[src/design/ranked_vector_table_engine_macros.svh]
// assertion macros for the ranked vector table engine
// used by the controller
`ifndef RANKED_VECTOR_TABLE_ENGINE_MACROS_SVH
`define RANKED_VECTOR_TABLE_ENGINE_MACROS_SVH

// check a property on every rising clock edge outside reset
`define RVT_ASSERT(lbl, clk, rst_n, prop, msg) \
    lbl: assert property (@(posedge clk) disable iff (!rst_n) (prop)) else $error(msg);

`endif

[src/design/rvte_pkg.sv]
// shared types and codes for the ranked vector table engine
// no dependencies
package rvte_pkg;
    typedef enum logic [2:0] {
        FN_INSERT = 3'd0,
        FN_REMOVE_RANGE = 3'd1,
        FN_REMOVE_ONE = 3'd2,
        FN_FIND = 3'd3,
        FN_DEDUP = 3'd4,
        FN_UNIQUIFY = 3'd5,
        FN_DISORDER = 3'd6,
        FN_READ = 3'd7
    } t_func;

    localparam logic [1:0] ERR_OK = 2'd0;
    localparam logic [1:0] ERR_FULL = 2'd1;
    localparam logic [1:0] ERR_RANK = 2'd2;

    // datapath commands
    typedef enum logic [2:0] {
        CMD_NONE = 3'd0,
        CMD_RD_A = 3'd1,   // read address a into data a register
        CMD_RD_B = 3'd2,   // read address b into data b register
        CMD_WR_V = 3'd3,   // write input value at address a
        CMD_WR_B = 3'd4,   // write data b register at address a
        CMD_WR_DA = 3'd5   // write data a register at address b
    } t_cmd;
endpackage

[src/design/rvte_datapath.sv]
// element store memory with one write and one registered read port
// depends on rvte_pkg
module rvte_datapath
    import rvte_pkg::*;
#(
    parameter int DEPTH = 64,
    parameter int WIDTH = 32,
    parameter int AW = 6
) (
    input  logic             i_clk,
    input  t_cmd             i_cmd,
    input  logic [AW-1:0]    i_addr_a,
    input  logic [AW-1:0]    i_addr_b,
    input  logic [WIDTH-1:0] i_value,
    output logic [WIDTH-1:0] o_data_a,
    output logic [WIDTH-1:0] o_data_b
);
    logic [WIDTH-1:0] r_mem [DEPTH];
    logic [WIDTH-1:0] r_data_a;
    logic [WIDTH-1:0] r_data_b;
    logic [WIDTH-1:0] r_rdata;
    logic [AW-1:0]    w_raddr;

    assign w_raddr = (i_cmd == CMD_RD_B) ? i_addr_b : i_addr_a;
    assign r_rdata = r_mem[w_raddr];

    always_ff @(posedge i_clk) begin
        case (i_cmd)
            CMD_RD_A: r_data_a <= r_rdata;
            CMD_RD_B: r_data_b <= r_rdata;
            CMD_WR_V: r_mem[i_addr_a] <= i_value;
            CMD_WR_B: r_mem[i_addr_a] <= r_data_b;
            CMD_WR_DA: r_mem[i_addr_b] <= r_data_a;
            default: ;
        endcase
    end

    assign o_data_a = r_data_a;
    assign o_data_b = r_data_b;
endmodule

[src/design/rvte_ctrl.sv]
// sequencer for all eight operations, drives the store datapath
// depends on rvte_pkg and the assertion macros
`include "ranked_vector_table_engine_macros.svh"
module rvte_ctrl
    import rvte_pkg::*;
#(
    parameter int DEPTH = 64,
    parameter int WIDTH = 32,
    parameter int AW = 6,
    parameter int CW = 7
) (
    input  logic             i_clk,
    input  logic             i_rst_n,
    input  logic             i_valid,
    output logic             o_stall,
    input  logic [2:0]       i_func,
    input  logic [6:0]       i_rank_lo,
    input  logic [6:0]       i_rank_hi,
    input  logic [31:0]      i_value,
    output logic             o_valid,
    input  logic             i_stall,
    output logic [7:0]       o_rank_out,
    output logic [31:0]      o_value_out,
    output logic [6:0]       o_count_out,
    output logic [1:0]       o_error,
    output logic [6:0]       o_size_out,
    output t_cmd             o_cmd,
    output logic [AW-1:0]    o_addr_a,
    output logic [AW-1:0]    o_addr_b,
    output logic [WIDTH-1:0] o_wval,
    input  logic [WIDTH-1:0] i_data_a,
    input  logic [WIDTH-1:0] i_data_b
);
    typedef enum logic [4:0] {
        S_IDLE, S_INS_RD, S_INS_WR, S_INS_PUT,
        S_CUT_RD, S_CUT_WR,
        S_RM1_RD, S_RM1_WAIT,
        S_FIND_RD, S_FIND_CMP,
        S_DD_RDI, S_DD_RDJ, S_DD_CMP,
        S_UQ_RDI, S_UQ_CMP, S_UQ_WR,
        S_DO_RDA, S_DO_RDB, S_DO_CMP,
        S_RD_RD, S_RD_WAIT,
        S_DONE
    } t_state;

    t_state          r_state;
    t_func           r_func;
    logic [CW-1:0]   r_size;
    logic [CW-1:0]   r_i;     // walking index
    logic [CW-1:0]   r_j;     // second index
    logic [CW-1:0]   r_k;     // deduplicate position held across a cut
    logic [CW-1:0]   r_lo;
    logic [WIDTH-1:0] r_val;
    logic            r_ovalid;
    logic [7:0]      r_rank;
    logic [31:0]     r_vout;
    logic [6:0]      r_cnt;
    logic [1:0]      r_err;
    // output register, frees the sequencer while a result waits
    logic [7:0]      r_orank;
    logic [31:0]     r_ovout;
    logic [6:0]      r_ocnt;
    logic [1:0]      r_oerr;
    logic [6:0]      r_osize;
    t_cmd            r_cmd;
    logic [AW-1:0]   r_aa;
    logic [AW-1:0]   r_ab;
    logic [CW:0]     w_lo_x;
    logic [CW:0]     w_hi_x;
    logic [CW:0]     w_sz_x;
    logic [WIDTH-1:0] w_mval;
    logic            w_take;

    assign w_lo_x = {{(CW+1-7){1'b0}}, i_rank_lo};
    assign w_hi_x = {{(CW+1-7){1'b0}}, i_rank_hi};
    assign w_sz_x = {1'b0, r_size};
    assign w_mval = WIDTH'(i_value);
    assign w_take = i_valid && (r_state == S_IDLE);
    assign o_stall = (r_state != S_IDLE);

    always_ff @(posedge i_clk) begin
        if (!i_rst_n) begin
            r_state <= S_IDLE;
            r_size <= '0;
            r_ovalid <= 1'b0;
            r_cmd <= CMD_NONE;
        end else begin
            r_cmd <= CMD_NONE;
            if (r_ovalid && !i_stall && r_state != S_DONE) r_ovalid <= 1'b0;
            case (r_state)
                S_IDLE: begin
                    if (w_take) begin
                        r_func <= t_func'(i_func);
                        r_lo <= CW'(i_rank_lo);
                        r_val <= w_mval;
                        r_rank <= '0;
                        r_vout <= '0;
                        r_cnt <= '0;
                        r_err <= ERR_OK;
                        r_state <= S_DONE;
                        case (t_func'(i_func))
                            FN_INSERT: begin
                                if (w_sz_x >= (CW+1)'(DEPTH)) r_err <= ERR_FULL;
                                else if (w_lo_x > w_sz_x) r_err <= ERR_RANK;
                                else begin
                                    r_i <= r_size;
                                    r_state <= S_INS_RD;
                                end
                            end
                            FN_REMOVE_RANGE, FN_FIND: begin
                                if (w_lo_x > w_hi_x || w_hi_x > w_sz_x) r_err <= ERR_RANK;
                                else if (t_func'(i_func) == FN_FIND) begin
                                    r_i <= CW'(i_rank_hi);
                                    r_state <= S_FIND_RD;
                                end else begin
                                    r_cnt <= 7'(i_rank_hi - i_rank_lo);
                                    r_i <= CW'(i_rank_lo);
                                    r_j <= CW'(i_rank_hi);
                                    r_state <= S_CUT_RD;
                                end
                            end
                            FN_REMOVE_ONE, FN_READ: begin
                                if (w_lo_x >= w_sz_x) r_err <= ERR_RANK;
                                else begin
                                    r_aa <= AW'(i_rank_lo);
                                    r_cmd <= CMD_RD_A;
                                    r_state <= (t_func'(i_func) == FN_READ) ? S_RD_WAIT
                                                                            : S_RM1_WAIT;
                                end
                            end
                            FN_DEDUP: begin
                                r_i <= CW'(1);
                                r_state <= S_DD_RDI;
                            end
                            FN_UNIQUIFY: begin
                                if (r_size != '0) begin
                                    r_i <= CW'(1);
                                    r_j <= '0;
                                    r_state <= S_UQ_RDI;
                                end
                            end
                            default: begin
                                r_i <= CW'(1);
                                r_state <= S_DO_RDA;
                            end
                        endcase
                    end
                end
                // insert: shift entries up from the top
                S_INS_RD: begin
                    if (r_i > r_lo) begin
                        r_ab <= AW'(r_i - 1'b1);
                        r_cmd <= CMD_RD_B;
                        r_state <= S_INS_WR;
                    end else begin
                        r_aa <= AW'(r_lo);
                        r_cmd <= CMD_WR_V;
                        r_state <= S_INS_PUT;
                    end
                end
                S_INS_WR: begin
                    r_aa <= AW'(r_i);
                    r_cmd <= CMD_WR_B;
                    r_i <= r_i - 1'b1;
                    r_state <= S_INS_RD;
                end
                S_INS_PUT: begin
                    r_size <= r_size + 1'b1;
                    r_rank <= 8'(r_lo);
                    r_state <= S_DONE;
                end
                // cut [i, j): copy down
                S_CUT_RD: begin
                    if (r_j < r_size) begin
                        r_ab <= AW'(r_j);
                        r_cmd <= CMD_RD_B;
                        r_state <= S_CUT_WR;
                    end else begin
                        r_size <= r_i;
                        if (r_func == FN_DEDUP) begin
                            r_i <= r_k;
                            r_state <= S_DD_RDI;
                        end else r_state <= S_DONE;
                    end
                end
                S_CUT_WR: begin
                    r_aa <= AW'(r_i);
                    r_cmd <= CMD_WR_B;
                    r_i <= r_i + 1'b1;
                    r_j <= r_j + 1'b1;
                    r_state <= S_CUT_RD;
                end
                S_RM1_WAIT: r_state <= S_RM1_RD;
                S_RM1_RD: begin
                    r_vout <= 32'(i_data_a);
                    r_cnt <= 7'd1;
                    r_i <= r_lo;
                    r_j <= r_lo + 1'b1;
                    r_state <= S_CUT_RD;
                end
                S_RD_WAIT: r_state <= S_RD_RD;
                S_RD_RD: begin
                    r_vout <= 32'(i_data_a);
                    r_state <= S_DONE;
                end
                // find: scan down from hi
                S_FIND_RD: begin
                    if (r_i > r_lo) begin
                        r_ab <= AW'(r_i - 1'b1);
                        r_cmd <= CMD_RD_B;
                        r_i <= r_i - 1'b1;
                        r_state <= S_FIND_CMP;
                    end else begin
                        r_rank <= 8'(r_lo) - 8'd1;
                        r_state <= S_DONE;
                    end
                end
                S_FIND_CMP: begin
                    if (r_cmd == CMD_NONE) begin
                        if (i_data_b == r_val) begin
                            r_rank <= 8'(r_i);
                            r_state <= S_DONE;
                        end else r_state <= S_FIND_RD;
                    end
                end
                // deduplicate: element i against all below
                S_DD_RDI: begin
                    if (r_i < r_size) begin
                        r_aa <= AW'(r_i);
                        r_cmd <= CMD_RD_A;
                        r_j <= '0;
                        r_state <= S_DD_RDJ;
                    end else r_state <= S_DONE;
                end
                S_DD_RDJ: begin
                    if (r_cmd == CMD_NONE) begin
                        if (r_j < r_i) begin
                            r_ab <= AW'(r_j);
                            r_cmd <= CMD_RD_B;
                            r_state <= S_DD_CMP;
                        end else begin
                            r_i <= r_i + 1'b1;
                            r_state <= S_DD_RDI;
                        end
                    end
                end
                S_DD_CMP: begin
                    if (r_cmd == CMD_NONE) begin
                        if (i_data_b == i_data_a) begin
                            r_cnt <= r_cnt + 1'b1;
                            r_k <= r_i;
                            r_j <= r_i + 1'b1;
                            r_state <= S_CUT_RD;
                        end else begin
                            r_j <= r_j + 1'b1;
                            r_state <= S_DD_RDJ;
                        end
                    end
                end
                // uniquify: j is last kept, i scans
                S_UQ_RDI: begin
                    if (r_i < r_size) begin
                        r_aa <= AW'(r_j);
                        r_ab <= AW'(r_i);
                        r_cmd <= CMD_RD_A;
                        r_state <= S_UQ_CMP;
                    end else begin
                        r_cnt <= 7'(r_size - (r_j + 1'b1));
                        r_size <= r_j + 1'b1;
                        r_state <= S_DONE;
                    end
                end
                S_UQ_CMP: begin
                    if (r_cmd == CMD_RD_A) r_cmd <= CMD_RD_B;
                    else if (r_cmd == CMD_NONE) r_state <= S_UQ_WR;
                end
                S_UQ_WR: begin
                    if (i_data_a != i_data_b) begin
                        r_aa <= AW'(r_j + 1'b1);
                        r_j <= r_j + 1'b1;
                        r_cmd <= CMD_WR_B;
                    end
                    r_i <= r_i + 1'b1;
                    r_state <= S_UQ_RDI;
                end
                // count descending adjacent pairs
                S_DO_RDA: begin
                    if (r_i < r_size) begin
                        r_aa <= AW'(r_i - 1'b1);
                        r_ab <= AW'(r_i);
                        r_cmd <= CMD_RD_A;
                        r_state <= S_DO_RDB;
                    end else r_state <= S_DONE;
                end
                S_DO_RDB: begin
                    if (r_cmd == CMD_RD_A) r_cmd <= CMD_RD_B;
                    else if (r_cmd == CMD_NONE) r_state <= S_DO_CMP;
                end
                S_DO_CMP: begin
                    if (i_data_a > i_data_b) r_cnt <= r_cnt + 1'b1;
                    r_i <= r_i + 1'b1;
                    r_state <= S_DO_RDA;
                end
                S_DONE: begin
                    if (!r_ovalid || !i_stall) begin
                        r_ovalid <= 1'b1;
                        r_orank <= r_rank;
                        r_ovout <= r_vout;
                        r_ocnt <= r_cnt;
                        r_oerr <= r_err;
                        r_osize <= 7'(r_size);
                        r_state <= S_IDLE;
                    end
                end
                default: r_state <= S_IDLE;
            endcase
        end
    end

    assign o_valid = r_ovalid;
    assign o_rank_out = r_orank;
    assign o_value_out = r_ovout;
    assign o_count_out = r_ocnt;
    assign o_error = r_oerr;
    assign o_size_out = r_osize;
    assign o_cmd = r_cmd;
    assign o_addr_a = r_aa;
    assign o_addr_b = r_ab;
    assign o_wval = r_val;

    `RVT_ASSERT(a_size_bound, i_clk, i_rst_n, w_sz_x <= (CW+1)'(DEPTH), "size above depth")
    `RVT_ASSERT(a_idle_nostall, i_clk, i_rst_n, (r_state == S_IDLE) == !o_stall, "stall mismatch")
    `RVT_ASSERT(a_err_nosize, i_clk, i_rst_n, (o_valid && o_error != ERR_OK) |-> $stable(r_size) || $past(r_state) != S_DONE, "size moved on error")
endmodule

[src/design/ranked_vector_table_engine.sv]
// ranked vector table engine: one request at a time; an error leaves the table unchanged,
// read fetches one word, insert shifts entries from the rank up, remove range and remove one
// move entries above the span down, find scans down from hi, uniquify compares each entry
// with the last kept, disordered walks adjacent pairs, deduplicate each with all below it.
// next input transfer in the cycle after the result enters the output register.
// synchronous active-low reset empties the store (count to zero); stored words undefined.
module ranked_vector_table_engine
    import rvte_pkg::*;
#(
    parameter int DEPTH = 64,
    parameter int WIDTH = 32
) (
    input  logic        i_clk,
    input  logic        i_rst_n,
    input  logic        i_valid,
    output logic        o_stall,
    input  logic [2:0]  i_func,
    input  logic [6:0]  i_rank_lo,
    input  logic [6:0]  i_rank_hi,
    input  logic [31:0] i_value,
    output logic        o_valid,
    input  logic        i_stall,
    output logic [7:0]  o_rank_out,
    output logic [31:0] o_value_out,
    output logic [6:0]  o_count_out,
    output logic [1:0]  o_error,
    output logic [6:0]  o_size_out
);
    localparam int AW = $clog2(DEPTH);
    localparam int CW = $clog2(DEPTH + 1) > 7 ? $clog2(DEPTH + 1) : 7;

    t_cmd             w_cmd;
    logic [AW-1:0]    w_aa;
    logic [AW-1:0]    w_ab;
    logic [WIDTH-1:0] w_wval;
    logic [WIDTH-1:0] w_da;
    logic [WIDTH-1:0] w_db;

    rvte_ctrl #(.DEPTH(DEPTH), .WIDTH(WIDTH), .AW(AW), .CW(CW)) u_ctrl (
        .i_clk(i_clk), .i_rst_n(i_rst_n),
        .i_valid(i_valid), .o_stall(o_stall),
        .i_func(i_func), .i_rank_lo(i_rank_lo), .i_rank_hi(i_rank_hi),
        .i_value(i_value),
        .o_valid(o_valid), .i_stall(i_stall),
        .o_rank_out(o_rank_out), .o_value_out(o_value_out),
        .o_count_out(o_count_out), .o_error(o_error), .o_size_out(o_size_out),
        .o_cmd(w_cmd), .o_addr_a(w_aa), .o_addr_b(w_ab), .o_wval(w_wval),
        .i_data_a(w_da), .i_data_b(w_db)
    );

    rvte_datapath #(.DEPTH(DEPTH), .WIDTH(WIDTH), .AW(AW)) u_dp (
        .i_clk(i_clk), .i_cmd(w_cmd), .i_addr_a(w_aa), .i_addr_b(w_ab),
        .i_value(w_wval), .o_data_a(w_da), .o_data_b(w_db)
    );
endmodule

[config.mk]
export PLATFORM = sky130hd
export DESIGN_NAME = ranked_vector_table_engine
export DESIGN_NICKNAME = d
export VERILOG_FILES = /design/src/design/rvte_pkg.sv /design/src/design/rvte_datapath.sv /design/src/design/rvte_ctrl.sv /design/src/design/ranked_vector_table_engine.sv
export VERILOG_INCLUDE_DIRS = /design/src /design/src/design
export SDC_FILE = /design/constraint.sdc
export NUM_CORES = 2
export LEC_CHECK = 0
export ABC_AREA = 1
export BUFFER_PORTS_ARGS = -buffer_cell sky130_fd_sc_hd__buf_2
export CAP_MARGIN = 25
export CELL_PAD_IN_SITES_DETAIL_PLACEMENT = 0
export CELL_PAD_IN_SITES_GLOBAL_PLACEMENT = 1
export CORE_UTILIZATION = 30
export DETAILED_ROUTE_END_ITERATION = 6
export GPL_ROUTABILITY_DRIVEN = 1
export HOLD_SLACK_MARGIN = 0.06
export PLACE_DENSITY_LB_ADDON = 0.25
export REMOVE_ABC_BUFFERS = 1
export SLEW_MARGIN = 20
export SYNTH_ARGS = -nofsm -noshare
export SYNTH_HDL_FRONTEND = slang
export SYNTH_SLANG_ARGS = --single-unit
export TNS_END_PERCENT = 50
[constraint.sdc]
create_clock -name i_clk -period 12.1 [get_ports i_clk]
set_clock_uncertainty 0.15 [all_clocks]
set_input_delay 1.21 -clock i_clk [delete_from_list [all_inputs] [get_ports i_clk]]
set_output_delay 1.21 -clock i_clk [all_outputs]
set_load 0.05 [all_outputs]
### Word-level counts from Yosys, hierarchy flattened

Memories as Yosys holds them, arrays and structs flattened.
Cells that the tools add are included.

* flip-flop bits (word level): 260
* memory bits (writable): 2048
* input port bits: 53
* output and inout port bits: 58
* memories: 1

Memories
* u_dp.r_mem: words 64, width 32, read ports 1, clocked after Yosys merged registers in 0, write ports 1, line rvte_datapath.sv:18 `logic [WIDTH-1:0] r_mem [DEPTH];`

* add/sub/neg operators: 9
* magnitude comparators: 10
* equality and inequality tests: 73
* muxes and demuxes: 115
* bitwise logic cells: 1
* reductions and logical operators: 44

Operators by type and width (count)
* $mux 7: 29
* $mux 5: 21
* $pmux 5 s20: 1
* $mux 32: 3
* $mux 6: 14
* $eq 32x32->1: 2
* $pmux 32 s2: 1
* $pmux 7 s7: 1
* $pmux 6 s7: 1
* $pmux 7 s6: 1
* $eq 5x4->1 const B: 8
* $ne 2x1->1 const B: 20
* $add 7x1->7 const B: 5
* $pmux 7 s5: 1
* $gt 32x32->1: 1
* $mux 8: 4
* $ne 32x32->1: 1
* $pmux 8 s4: 1
* $reduce_or 32->1: 1
* $eq 5x5->1 const B: 6
* $gt 7x7->1: 4
* $pmux 7 s4: 1
* $pmux 3 s9: 1
* $pmux 5 s5: 1
* other kinds (44): 123

### Logic depth before layout (Yosys ltp)

* depth in word-level cells: 6
* mapped depth: 16
* depth with buffers taken out: 15

### Cells and area by module

A second synthesis with hierarchy kept.

* cells, all modules: 9970
* area, all modules: 102943.7 um2

Modules (own cells, without submodules)
* rvte_datapath: times used 1, cells each 8689, area each 91207.5 um2, sequential area each 63420.8 um2
* rvte_ctrl: times used 1, cells each 1281, area each 11736.3 um2, sequential area each 5725.5 um2

### Worst setup path after synthesis

OpenSTA, ideal clock, no wires.

* kind: input to register
* start: in i_rst_n
* end: reg u_ctrl.r_val[0] (netlist: u_ctrl.o_wval[0]), enable pin
* data arrival time: 4.521 ns
* data required time: 11.450 ns
* slack: 6.929 ns
* cell stages on the path: 3
* cells stage by stage: inv_1 -> clkbuf_1 -> nor3_1

* cells in the longest elaborated chain, start to end: 1

Ends and longest elaborated chain
* start, declared: line ranked_vector_table_engine.sv:14 `input logic i_rst_n,`
* $reduce_and 3->1 (no source line)
* end signal, assigned: line rvte_ctrl.sv:95 `r_val <= w_mval;`
* end, declared: line rvte_ctrl.sv:53 `logic [WIDTH-1:0] r_val;`

Every way passes these cells.
A chain may end at the register's enable or synchronous reset.

### Final worst setup path

* start: reg u_ctrl.r_cmd[0] (netlist: u_ctrl.o_cmd[0])
* end: reg u_dp.r_data_b[3] (netlist: u_dp.o_data_b[3]), data pin

* cells in the longest elaborated chain, start to end: 3

Ends and longest elaborated chain
* start, declared: line rvte_ctrl.sv:65 `t_cmd r_cmd;`
* start signal, assigned: line rvte_ctrl.sv:86 `r_cmd <= CMD_NONE;`
* start signal, assigned: line rvte_ctrl.sv:88 `r_cmd <= CMD_NONE;`
* start signal, assigned: line rvte_ctrl.sv:126 `r_cmd <= CMD_RD_A;`
* $eq 3x2->1: line rvte_datapath.sv:24 `assign w_raddr = (i_cmd == CMD_RD_B) ? i_addr_b : i_addr_a;`
* $mux 6: line rvte_datapath.sv:24
* $mem_v2 64x32
* named net u_dp.r_rdata[3]: line rvte_datapath.sv:21 `logic [WIDTH-1:0] r_rdata;`
* end signal, assigned: line rvte_datapath.sv:30 `CMD_RD_B: r_data_b <= r_rdata;`
* end, declared: line rvte_datapath.sv:20 `logic [WIDTH-1:0] r_data_b;`

The timed path passes the listed nets, and every way through them passes these cells.

==> summary.txt <==
Finish
  • Area of the multi-input gates: 0.02584 sq mm
  • Number of fill cells in the layout: 31930
  • Fin util: 34.45%
  • Layout net count: 8942
  • Reg area: 0.06915 sq mm
  • P&R area growth vs syn: 14.12%
  • Layout cells sized above 1: 8.263%

Flow run
  • # Max-Cap Violations: 0

CTS
  • Hold bufs inserted after CTS: 0
  • Clk sink count: 2308
  • Htree depth: 4
  • CTS clk-pin slew, worst paths: 0.06 ns
  • Postcts setup bufs: 0
  • Cts repair resizes: 0
  • Root Driver: clkbuf_16
  • Maximum clock path buffer count: 4
  • CTS tree: done
  • CTS buffer count: 246
  • Clk_lat worst skew: 0.92 ns

Worst setup path
  • Cell mode on critical path: nand3_1
  • Critical path cell sequence: inv_1, nand3_2, o21ai_4, buf_4, buf_4, buf_4, nand2_1, o21ai_0, nand2_1, nand3_1, nand3_1, nand3_1, nand3_1, nand2_1
  • Reg2Reg Depth: 14
  • CP delay by family, top: buffers and inverters
  • Crit. End Element: register
  • Critical path fanouts, max: 71
  • FF-to-FF End: u_dp.o_data_b[3]$_DFFE_PP_
  • Crit path max-delay cell type: o21ai_4
  • CP arrival: 6.00 ns
  • Req. time, crit path: 12.69 ns
  • R2R Setup Slk: 6.70 ns
  • CP bufs+invs: 4
  • WS Path Type: reg -> reg
  • Largest stage delay on the critical path: 0.80 ns
  • Reg2reg start: u_ctrl.o_cmd[0]$_SDFF_PN0_
  • Worst Setup Start Kind: register

Die
  • Io pins: 111
  • Die area: 0.3289 sq mm
  • Die Y: 573.5 um
  • Cell Rows: 209
  • Die extent in x: 573.5 um
  • Initial core utilization: 30.19%
  • Core area: 0.3245 sq mm

Synthesis
  • Ys flop type: edfxtp_1
  • Cells after synthesis: 8729
  • Synth Warn #: 0
  • Netlist cell types: 50
  • Avg Cell Area, Syn: 11.22 sq um
  • Register area share after synthesis: 70.57%
  • Number of synthesized register bits: 2308
  • Cell area after synthesis: 0.09798 sq mm
  • Synth async-reset ratio: 0%
  • EDFF count, synth: 2292

Power and ir drop
  • Leakage Power: 40.73 nW
  • Pwr dens: 237.2 mW/mm^2
  • VDD IR max: 295.9 uV
  • Post-layout power: 26.52 mW

Drt
  • Routed WL per cell: 25.47 um
  • Via density: 5.010
  • DR vias: 66680
  • DRT Wirelength: 339.0 mm
  • DR iter-0 viols: 7322
  • Antenna-violating nets left: 0
  • DRC: 42
  • Detailed Routing Iterations Pass 1: 7

Status
  • Failing checks: DRC
  • Outcome: finished with violations

STA
  • Fin crit period: 5.400 ns
  • Rel. slew slack: 31.83%
  • FMAX: 0.1852 GHz
  • Worst slew pin tran: 1.023 ns
  • RSZ-0062 raised after global routing: no
  • Fin crit share: 44.63%
  • Final slew viol count: 0
  • Post-Route Setup TNS: 0 ns
  • Final Hold Fails: 0
  • Hold_ws: 0.2677 ns
  • # setup viols final: 0

Global routing
  • First-pass GRT wire length: 479.9 mm
  • Number of global-route vias before repair: 63170
  • Largest net degree at the start of global routing: 169
  • Tot GR Track Use: 20.09%
  • Grt total ovfl: 0
  • Initial antenna violation count: 14

Hold path
  • Hold path depth: 0
  • Worst hold start: u_ctrl.r_vout[4]$_SDFFCE_PP0P_
  • Hold Path Class: reg -> reg
  • WHS Endpoint: u_ctrl.o_value_out[4]$_DFFE_PP_

Placement
  • Port buffer count: 110
  • Post-DP HPWL: 185.0 mm
  • Gpl congestion: 0.8512
==> worst reg2reg max path: stages, from the launching register on <==
cell,delay [ns]
dfxtp_1,0.33
inv_1,0.12
nand3_2,0.42
o21ai_4,0.80
buf_4,0.71
buf_4,0.79
buf_4,0.82
nand2_1,0.15
o21ai_0,0.11
nand2_1,0.08
nand3_1,0.10
nand3_1,0.09
nand3_1,0.31
nand3_1,0.13
nand2_1,0.14
==> cells in the mapped netlist (2+ instances only) <==
master / count / area, sq um
nand2_1: 2730 / 10250
edfxtp_1: 2292 / 68830
nand3_1: 1015 / 5080
nor2_1: 722 / 2710
inv_1: 440 / 1652
o21ai_0: 410 / 2052
buf_2: 297 / 1486
o211ai_1: 172 / 1291
clkbuf_1: 112 / 420.4
ha_1: 93 / 1164
o21ai_1: 87 / 435.4
a21oi_1: 69 / 345.3
buf_1: 39 / 146.4
o221ai_1: 25 / 219.0
xnor2_1: 24 / 210.2
nand4_1: 21 / 131.4
xor2_1: 21 / 183.9
nor3_1: 18 / 90.09
buf_4: 17 / 127.6
dfxtp_1: 16 / 320.3
o22ai_1: 13 / 81.33
o2111ai_1: 9 / 78.83
inv_2: 8 / 30.03
a22oi_1: 7 / 52.55
a31oi_1: 7 / 43.79
a211oi_1: 6 / 45.04
a221oi_1: 6 / 52.55
buf_6: 6 / 67.56
nor4_1: 5 / 31.28
o21a_1: 5 / 37.54
clkinv_1: 4 / 15.01
or2_2: 4 / 25.02
nand3b_1: 3 / 22.52
o31ai_1: 3 / 22.52
a21o_1: 2 / 15.01
fa_1: 2 / 40.04
nand3_2: 2 / 20.02
nor2_2: 2 / 12.51
nor3b_1: 2 / 15.01
o21ai_2: 2 / 17.52
o21bai_1: 2 / 15.01
==> power breakdown <==
group | total [mW] | internal [mW] | switching [mW]
clock network | 7.31 | 4.14 | 3.16
logic | 9.23 | 2.19 | 7.04
registers | 9.98 | 9.71 | 0.272
==> sequential cells by signal, indices dropped and copies added, names as in the netlist, 7 cells and up <==
register,cells
u_ctrl.o_count_out,7
u_ctrl.o_rank_out,8
u_ctrl.o_size_out,7
u_ctrl.o_value_out,32
u_ctrl.o_wval,32
u_ctrl.r_cnt,7
u_ctrl.r_i,7
u_ctrl.r_j,7
u_ctrl.r_k,7
u_ctrl.r_lo,7
u_ctrl.r_rank,8
u_ctrl.r_size,7
u_ctrl.r_vout,32
u_dp.o_data_a,32
u_dp.o_data_b,32
u_dp.r_mem,2048
==> per-layer routing <==
metal	vias up	GRT usage [%]	wire [um]
met3	406	2.751	22480
met5	-	0	23
met2	2385	32.05	154900
li1	30390	-	-
met4	4	4.447	7127
met1	33500	28.95	154500
==> metrics by stage <==
step	instances	cell area [sq um]	setup WS, ns
finish	13310	111800	6.700
global route	13310	111800	6.316
CTS	13300	111800	6.733
detailed placement	12870	104200	6.772
global placement	12870	104100	6.710
floorplan	8258	95730	-24.30
==> cell usage in the layout (no fill, tap or decap), types with 66 or more instances in the layout <==
cell type / instances
edfxtp_1: 2292
nand2_1: 2729
a21oi_1: 67
inv_1: 437
o21ai_1: 85
o21ai_0: 376
ha_1: 93
buf_2: 111
clkbuf_16: 246
o211ai_1: 172
nor2_1: 657
clkinv_1: 69
buf_4: 158
nand3_1: 1015
nor2_4: 66
==> logic make-up (layout without fill, tap and decap cells) <==
logic type / Yosys count / after routing / synth area share [%]
fa+ha+maj: 95 / 95 / 1.229
flops: 2308 / 2308 / 70.57
simple gates: 4528 / 4528 / 18.81
xor+xnor: 45 / 45 / 0.4023
compound gates: 830 / 830 / 4.963
other cells: 0 / 5 / 0
buf+inv: 923 / 1174 / 4.026
==> worst max path at each step <==
| stage | startpoint | slack, ns | cells after the start | end |
|---|---|---|---|---|
| 2_1_floorplan | u_ctrl.o_cmd[0]$_SDFF_PN0_ | -24.30 | 10 | u_dp.o_data_a[31]$_DFFE_PP_ |
| 3_3_place_gp | u_ctrl.o_cmd[0]$_SDFF_PN0_ | 6.71 | 14 | u_dp.o_data_a[27]$_DFFE_PP_ |
| 3_5_place_dp | u_ctrl.o_cmd[0]$_SDFF_PN0_ | 6.77 | 14 | u_dp.o_data_a[3]$_DFFE_PP_ |
| 4_1_cts | u_ctrl.o_cmd[0]$_SDFF_PN0_ | 6.73 | 14 | u_dp.o_data_b[3]$_DFFE_PP_ |
| 5_1_grt | u_ctrl.o_cmd[0]$_SDFF_PN0_ | 6.32 | 14 | u_dp.o_data_b[3]$_DFFE_PP_ |
| 6_report | u_ctrl.o_cmd[0]$_SDFF_PN0_ | 6.70 | 14 | u_dp.o_data_b[3]$_DFFE_PP_ |
==> final cells by class <==
| class | instances | area share, % |
|---|---|---|
| inverters | 452 | 1.536 |
| clock inverters | 137 | 1.083 |
| clock buffers | 297 | 5.704 |
| well taps | 4325 | 4.840 |
| flip-flops and latches | 2308 | 61.84 |
| multi-input cells | 5498 | 23.11 |
| repair buffers | 288 | 1.874 |
| diodes | 5 | 0.01119 |
No activity file was read; power rests on OpenSTA's default activity.
